<file path="src/rtl/fosm_pkg.sv">
// Shared types and constants of the order-statistic multiset unit.
`default_nettype none

package fosm_pkg;

    // Default sizing of the tree and its counters.
    localparam int DOMAIN_DEF     = 1024;
    localparam int COUNT_BITS_DEF = 16;

    // Fixed port widths.
    localparam int OP_W     = 3;
    localparam int KEY_W    = 10;
    localparam int RANK_W   = 16;
    localparam int FOUND_W  = 10;
    localparam int COUNT_W  = 16;
    localparam int STATUS_W = 2;

    typedef enum logic [OP_W-1:0] {
        OP_INSERT = 3'd0,
        OP_REMOVE = 3'd1,
        OP_KTH    = 3'd2,
        OP_LT     = 3'd3,
        OP_LE     = 3'd4,
        OP_GT     = 3'd5,
        OP_GE     = 3'd6,
        OP_SIZE   = 3'd7
    } op_t;

    typedef enum logic [STATUS_W-1:0] {
        ST_OK     = 2'd0,
        ST_FULL   = 2'd1,
        ST_ABSENT = 2'd2,
        ST_EMPTY  = 2'd3
    } status_t;

    // Source of the count field of a result word.
    typedef enum logic [2:0] {
        CNT_SIZE  = 3'd0,
        CNT_ACC   = 3'd1,
        CNT_DIFF  = 3'd2,
        CNT_SAVED = 3'd3,
        CNT_ZERO  = 3'd4
    } cnt_sel_t;

    // Controller to datapath.
    typedef struct packed {
        logic     load;       // latch key and rank
        logic     clr_en;     // clearing pass write
        logic     pre_init;   // start prefix walk
        logic     pre_inc;    // prefix bound is key + 1
        logic     save;       // keep finished prefix sum
        logic     pre_rd;
        logic     pre_acc;
        logic     add_init;   // start update walk at key + 1
        logic     add_rd;
        logic     add_wr;
        logic     add_up;     // +1 on insert, -1 on remove
        logic     dsc_init;   // start rank descent
        logic     dsc_skip;   // probe beyond the domain, halve step only
        logic     dsc_rd;
        logic     dsc_upd;
        logic     size_inc;
        logic     size_dec;
        logic     res_load;   // load output register
        cnt_sel_t cnt_sel;
        logic     found_en;
        status_t  res_status;
    } fosm_cmd_t;

    // Datapath to controller.
    typedef struct packed {
        logic clr_last;
        logic key_oor;
        logic size_zero;
        logic size_full;
        logic idx_zero;
        logic idx_over;
        logic step_zero;
        logic next_over;
        logic diff_zero;
    } fosm_stat_t;

endpackage

`default_nettype wire

</file>
<file path="src/rtl/fosm_ctrl.sv">
// Sequencer of the order-statistic multiset unit: clearing pass, tree walks, result handoff.
`default_nettype none

module fosm_ctrl (
    input  wire logic                        clk,
    input  wire logic                        rst_n,
    input  wire logic                        in_valid,
    output logic                             in_stall,
    input  wire logic [fosm_pkg::OP_W-1:0]   opcode,
    output logic                             out_valid,
    input  wire logic                        out_stall,
    output fosm_pkg::fosm_cmd_t              cmd,
    input  wire fosm_pkg::fosm_stat_t        stat
);

    typedef enum logic [9:0] {
        S_CLEAR   = 10'b0000000001,
        S_IDLE    = 10'b0000000010,
        S_CHECK   = 10'b0000000100,
        S_PRE_RD  = 10'b0000001000,
        S_PRE_ACC = 10'b0000010000,
        S_ADD_RD  = 10'b0000100000,
        S_ADD_WR  = 10'b0001000000,
        S_DSC_RD  = 10'b0010000000,
        S_DSC_UPD = 10'b0100000000,
        S_FINISH  = 10'b1000000000
    } state_t;

    state_t              state_reg, state_next;
    fosm_pkg::op_t       op_reg, op_next;
    logic                pass_reg, pass_next;
    fosm_pkg::status_t   res_status_reg, res_status_next;
    fosm_pkg::cnt_sel_t  res_cnt_reg, res_cnt_next;
    logic                res_found_reg, res_found_next;
    logic                out_valid_reg, out_valid_next;
    logic                out_free;

    assign out_free  = !out_valid_reg || !out_stall;
    assign in_stall  = (state_reg != S_IDLE);
    assign out_valid = out_valid_reg;

    always_comb
    begin
        state_next      = state_reg;
        op_next         = op_reg;
        pass_next       = pass_reg;
        res_status_next = res_status_reg;
        res_cnt_next    = res_cnt_reg;
        res_found_next  = res_found_reg;
        cmd             = '0;
        cmd.cnt_sel     = res_cnt_reg;
        cmd.res_status  = res_status_reg;
        cmd.found_en    = res_found_reg;
        cmd.add_up      = (op_reg == fosm_pkg::OP_INSERT);

        unique case (state_reg)
            S_CLEAR:
            begin
                cmd.clr_en = 1'b1;
                if (stat.clr_last)
                begin
                    state_next = S_IDLE;
                end
            end
            S_IDLE:
            begin
                if (in_valid)
                begin
                    cmd.load   = 1'b1;
                    op_next    = fosm_pkg::op_t'(opcode);
                    state_next = S_CHECK;
                end
            end
            S_CHECK:
            begin
                res_status_next = fosm_pkg::ST_OK;
                res_cnt_next    = fosm_pkg::CNT_SIZE;
                res_found_next  = 1'b0;
                pass_next       = 1'b0;
                unique case (op_reg) inside
                    fosm_pkg::OP_INSERT:
                    begin
                        if (stat.key_oor)
                        begin
                            res_status_next = fosm_pkg::ST_ABSENT;
                            state_next      = S_FINISH;
                        end
                        else if (stat.size_full)
                        begin
                            res_status_next = fosm_pkg::ST_FULL;
                            state_next      = S_FINISH;
                        end
                        else
                        begin
                            cmd.add_init = 1'b1;
                            state_next   = S_ADD_RD;
                        end
                    end
                    fosm_pkg::OP_REMOVE:
                    begin
                        if (stat.key_oor || stat.size_zero)
                        begin
                            res_status_next = fosm_pkg::ST_ABSENT;
                            state_next      = S_FINISH;
                        end
                        else
                        begin
                            cmd.pre_init = 1'b1;
                            cmd.pre_inc  = 1'b1;
                            state_next   = S_PRE_RD;
                        end
                    end
                    fosm_pkg::OP_KTH:
                    begin
                        if (stat.size_zero)
                        begin
                            res_status_next = fosm_pkg::ST_EMPTY;
                            res_cnt_next    = fosm_pkg::CNT_ZERO;
                            state_next      = S_FINISH;
                        end
                        else
                        begin
                            cmd.dsc_init = 1'b1;
                            state_next   = S_DSC_RD;
                        end
                    end
                    fosm_pkg::OP_LT, fosm_pkg::OP_GE:
                    begin
                        cmd.pre_init = 1'b1;
                        state_next   = S_PRE_RD;
                    end
                    fosm_pkg::OP_LE, fosm_pkg::OP_GT:
                    begin
                        cmd.pre_init = 1'b1;
                        cmd.pre_inc  = 1'b1;
                        state_next   = S_PRE_RD;
                    end
                    default:
                    begin
                        state_next = S_FINISH;
                    end
                endcase
            end
            S_PRE_RD:
            begin
                if (!stat.idx_zero)
                begin
                    cmd.pre_rd = 1'b1;
                    state_next = S_PRE_ACC;
                end
                else
                begin
                    unique case (op_reg) inside
                        fosm_pkg::OP_REMOVE:
                        begin
                            if (!pass_reg)
                            begin
                                // second walk: prefix below the key
                                cmd.save     = 1'b1;
                                cmd.pre_init = 1'b1;
                                pass_next    = 1'b1;
                            end
                            else if (stat.diff_zero)
                            begin
                                res_status_next = fosm_pkg::ST_ABSENT;
                                res_cnt_next    = fosm_pkg::CNT_SIZE;
                                state_next      = S_FINISH;
                            end
                            else
                            begin
                                cmd.add_init = 1'b1;
                                state_next   = S_ADD_RD;
                            end
                        end
                        fosm_pkg::OP_GT, fosm_pkg::OP_GE:
                        begin
                            res_cnt_next = fosm_pkg::CNT_DIFF;
                            state_next   = S_FINISH;
                        end
                        default:
                        begin
                            res_cnt_next = fosm_pkg::CNT_ACC;
                            state_next   = S_FINISH;
                        end
                    endcase
                end
            end
            S_PRE_ACC:
            begin
                cmd.pre_acc = 1'b1;
                state_next  = S_PRE_RD;
            end
            S_ADD_RD:
            begin
                if (stat.idx_over)
                begin
                    cmd.size_inc    = (op_reg == fosm_pkg::OP_INSERT);
                    cmd.size_dec    = (op_reg != fosm_pkg::OP_INSERT);
                    res_status_next = fosm_pkg::ST_OK;
                    res_cnt_next    = fosm_pkg::CNT_SIZE;
                    state_next      = S_FINISH;
                end
                else
                begin
                    cmd.add_rd = 1'b1;
                    state_next = S_ADD_WR;
                end
            end
            S_ADD_WR:
            begin
                cmd.add_wr = 1'b1;
                state_next = S_ADD_RD;
            end
            S_DSC_RD:
            begin
                if (stat.step_zero)
                begin
                    res_cnt_next   = fosm_pkg::CNT_SAVED;
                    res_found_next = 1'b1;
                    state_next     = S_FINISH;
                end
                else if (stat.next_over)
                begin
                    cmd.dsc_skip = 1'b1;
                end
                else
                begin
                    cmd.dsc_rd = 1'b1;
                    state_next = S_DSC_UPD;
                end
            end
            S_DSC_UPD:
            begin
                cmd.dsc_upd = 1'b1;
                state_next  = S_DSC_RD;
            end
            S_FINISH:
            begin
                if (out_free)
                begin
                    cmd.res_load = 1'b1;
                    state_next   = S_IDLE;
                end
            end
            default:
            begin
                state_next = S_IDLE;
            end
        endcase

        if (cmd.res_load)
        begin
            out_valid_next = 1'b1;
        end
        else
        begin
            out_valid_next = out_valid_reg && out_stall;
        end
    end

    always_ff @(posedge clk or negedge rst_n)
    begin
        if (!rst_n)
        begin
            state_reg      <= S_CLEAR;
            op_reg         <= fosm_pkg::OP_SIZE;
            pass_reg       <= 1'b0;
            res_status_reg <= fosm_pkg::ST_OK;
            res_cnt_reg    <= fosm_pkg::CNT_ZERO;
            res_found_reg  <= 1'b0;
            out_valid_reg  <= 1'b0;
        end
        else
        begin
            state_reg      <= state_next;
            op_reg         <= op_next;
            pass_reg       <= pass_next;
            res_status_reg <= res_status_next;
            res_cnt_reg    <= res_cnt_next;
            res_found_reg  <= res_found_next;
            out_valid_reg  <= out_valid_next;
        end
    end

    // A finished word never overwrites one still waiting downstream.
    a_load_free: assert property (@(posedge clk) disable iff (!rst_n)
        cmd.res_load |-> (!out_valid_reg || !out_stall))
        else $error("result loaded over a pending word");

    // Node update always uses data read in the cycle before.
    a_wr_after_rd: assert property (@(posedge clk) disable iff (!rst_n)
        (state_reg == S_ADD_WR) |-> $past(state_reg == S_ADD_RD))
        else $error("tree write without preceding read");

    a_upd_after_rd: assert property (@(posedge clk) disable iff (!rst_n)
        (state_reg == S_DSC_UPD) |-> $past(state_reg == S_DSC_RD))
        else $error("descent step without preceding read");

endmodule

`default_nettype wire

</file>
<file path="config.mk">
export PLATFORM = sky130hd
export DESIGN_NAME = fosm_ctrl
export DESIGN_NICKNAME = d
export VERILOG_FILES = /design/src/rtl/fosm_pkg.sv /design/src/rtl/fosm_ctrl.sv
export SDC_FILE = /design/constraint.sdc
export NUM_CORES = 1
export LEC_CHECK = 0
export BUFFER_PORTS_ARGS = -buffer_cell sky130_fd_sc_hd__buf_2
export CAP_MARGIN = 20
export CORE_MARGIN = 2
export CORE_UTILIZATION = 30
export CTS_BUF_LIST = sky130_fd_sc_hd__clkbuf_4 sky130_fd_sc_hd__clkbuf_8
export DETAILED_ROUTE_END_ITERATION = 10
export PLACE_DENSITY_LB_ADDON = 0.2
export SYNTH_ARGS = -nofsm -noshare
export SYNTH_HDL_FRONTEND = slang
export SYNTH_SLANG_ARGS = --single-unit
</file>
<file path="constraint.sdc">
create_clock -name clk -period 2.82 [get_ports clk]
set_input_delay 0.564 -clock clk [delete_from_list [all_inputs] [get_ports clk]]
set_output_delay 0.564 -clock clk [all_outputs]
set_load 0.1 [all_outputs]
</file>
==> impl_metrics.tcl <==
set metrics [dict create \
    worst-setup-path-type "register to output pin" \
    drc 0 \
    drv_cap 0 \
    fin_crit_ns 2.75 \
    ys_seq_elements 21 \
    dpl.cell_count 270 \
    yosys-top-cells-area "dfrtp_1 27%, dfstp_2 8.8%, nor3_1 4.3%" \
    worstMarginPinSlew_ns 0.497 \
    async_reset_ff_share_pct 100 \
    dpl.hpwl_um 3270 \
    multi_input_area_sq_um 1030 \
    clk_path_buf_depth 2 \
    fin_hold_ws_ns 0.252 \
    dieArea_sq_um 5580 \
    ir_drop_v 0.000679 \
    drv_slew 0 \
    yosysSeqAreaShare_pct 35.5 \
    root_buffer "clkbuf_8" \
    rows 25 \
    synth-main-ff-cell "dfrtp_1" \
    synth-edff-count 0 \
    grtUsageTotal_pct 15.8 \
    finalCritPeriodShare_pct 97.4 \
    ys_types 51 \
    gp_congestion 0.824 \
    synth.avg_cell_area_sq_um 9.08 \
    syn_nets 181 \
    final_cells 280 \
    layout_commonest_cell "buf_2" \
    ant_nets 0 \
    ios 42 \
    rsz0062_at_grt "no" \
    port-buffer-count 41 \
    area_delta_synth_final_pct 45.9 \
    fin_nets 230 \
    layout-drive-gt1-share_pct 46.0 \
    synth_largest_area_cell "dfrtp_1" \
    fmax_mhz 364 \
    firstDrtPassIters 4 \
    largest_register_ffs 10 \
    cts.sinks 21 \
    die_w_um 74.7 \
    post-place-ws_ns 0.263 \
    cts_max_level 1 \
    r2r_cells 6 \
    start_kind "register" \
    wirelength_um 4190 \
    crit_required_ns 2.26 \
    cts_tree "built" \
    final_cell_mix "29 x buf_2, 17 x buf_4, 13 x nor2_1, 13 x dfrtp_1" \
    grt_start_max_net_pins 22 \
    via_count 1428 \
    clk_latency_ns 0.26 \
    wire_per_inst_um 15.0 \
    ff_latch_area_sq_um 536 \
    status "finished clean" \
    max-slew-margin-rel_pct 66.9 \
    drt-initial-drc-count 110 \
    synthMuxAreaShare_pct 4.34 \
    yosysWarnings 0 \
    placeableCoreArea_sq_um 4790 \
    clkTransAtPathRegs_ns 0.08 \
    r2r_slack_ns 0.65 \
    antenna_found_initial 0 \
    hp-class "input pin to async pin" \
    leakagePower_nw 0.983 \
    skew_ns 0.00207 \
    yosys.area_share.simple_pct 41.2 \
    synth_top_cell_area_share_pct 26.7 \
    chipHeight_um 74.7 \
    crit_path_end_kind "output pin" \
    grt_pass1_vias 1338 \
    synthAdderAreaFrac_pct 0 \
    worstPathMaxFanout 7 \
    fillers 458 \
    fin_ws_ns 0.0722 \
    routed_via_density 5.10 \
    synth_top_family_by_area "simple AND/OR/NAND/NOR gates" \
    finalSetupTns_ns 0 \
    worstPathArrival_ns 2.18 \
    syn_area_sq_um 1500 \
    antenna_cells 0 \
    synthXorXnorAreaFrac_pct 1.75 \
    gr-total-overflow 0 \
    post-route-util_pct 45.7 \
    hold_viol_final 0 \
    grt_pass1_wl_um 6690 \
    power_density_nw_per_um2 1080 \
    setup_viol 0 \
    cts_made_buffers 3 \
    start_util_pct 31.3 \
    syn_inst 165 \
    synth-compound-area-share_pct 12.2 \
]
==> critical path, cell delays in order, from the launching register on <==
cell     delay, ns
dfrtp_1       0.43
buf_4         0.18
or4_4         0.49
nor3b_4       0.26
buf_4         0.15
and3b_1       0.22
buf_12        0.19
==> synthesized netlist by cell type (2+ instances only) <==
cell type / number
a21o_1: 2
a21oi_1: 3
and2_1: 2
and3_1: 2
and4b_1: 4
buf_6: 2
clkbuf_1: 7
dfrtp_1: 16
dfstp_2: 5
inv_1: 3
mux2_4: 3
mux2i_1: 2
nand2_1: 11
nand3_1: 3
nand4_1: 2
nand4b_1: 2
nor2_1: 16
nor2b_1: 5
nor3_1: 13
nor3b_1: 3
nor4_1: 7
nor4_2: 2
nor4b_2: 2
o21a_1: 3
o21ai_0: 11
o22a_1: 2
o22ai_1: 2
or3_1: 2
or3b_2: 2
or4_4: 2
or4bb_1: 2
xor2_1: 3
==> power breakdown <==
| part | internal (mW) | switching, mW |
|---|---|---|
| Combinational | 0.537 | 1.01 |
| Clock | 0.111 | 0.107 |
| Sequential | 0.421 | 0.174 |
| Total | 1.07 | 1.29 |
==> area by class of cell <==
type / count / area share, %
flip-flops and latches: 21 / 24.5
multi-input cells: 129 / 47.3
well taps: 67 / 3.83
repair buffers: 56 / 21.6
inverters: 3 / 0.515
clock buffers: 4 / 2.23
==> kinds of logic after synthesis <==
kind of cell    after synthesis
compound gates               29
buf+inv                      15
mux                           5
flops                        21
simple gates                 92
xor+xnor                      3
==> metrics by stage <==
| stage | instance area (sq um) | total power [mW] |
|---|---|---|
| 3_3_place_gp | 2040 | 2.04 |
| 2_1_floorplan | 1610 | 1.77 |
| 4_1_cts | 2100 | 2.27 |
| 5_1_grt | 2190 | 2.49 |
| 6_report | 2190 | 2.36 |
| 3_5_place_dp | 2040 | 2.05 |
==> path summary, 6_finish.rpt <==
kind | from | endpoint
max | state_reg[5]$_DFFE_PN0P_ | cmd[22]
min | rst_n | out_valid$_DFF_PN0_
max in group asynchronous | rst_n | state_reg[3]$_DFFE_PN0P_
max reg2reg | state_reg[4]$_DFFE_PN0P_ | res_cnt_reg[0]$_DFFE_PN0P_
min reg2reg | res_cnt_reg[2]$_DFFE_PN1P_ | res_cnt_reg[2]$_DFFE_PN1P_
min in group clk | stat[8] | state_reg[0]$_DFFE_PN1P_
==> what timing repair did <==
| action | in CTS | in global routing |
|---|---|---|
| setup endpoints to repair | 3 | 6 |
| setup buffers | 0 | 6 |
| pin swaps | 0 | 5 |
| gates resized for setup | 3 | 7 |
| hold buffers | 0 | 0 |
==> routing by layer <==
metal	up-vias	global-route usage [%]	wire length [um]
met3	6	2.81	238
met4	0	5.36	42
li1	711	-	-
met2	43	25.4	2050
met1	668	21.6	1870
met5	-	0	0
Power figures use the tool's default switching activity.
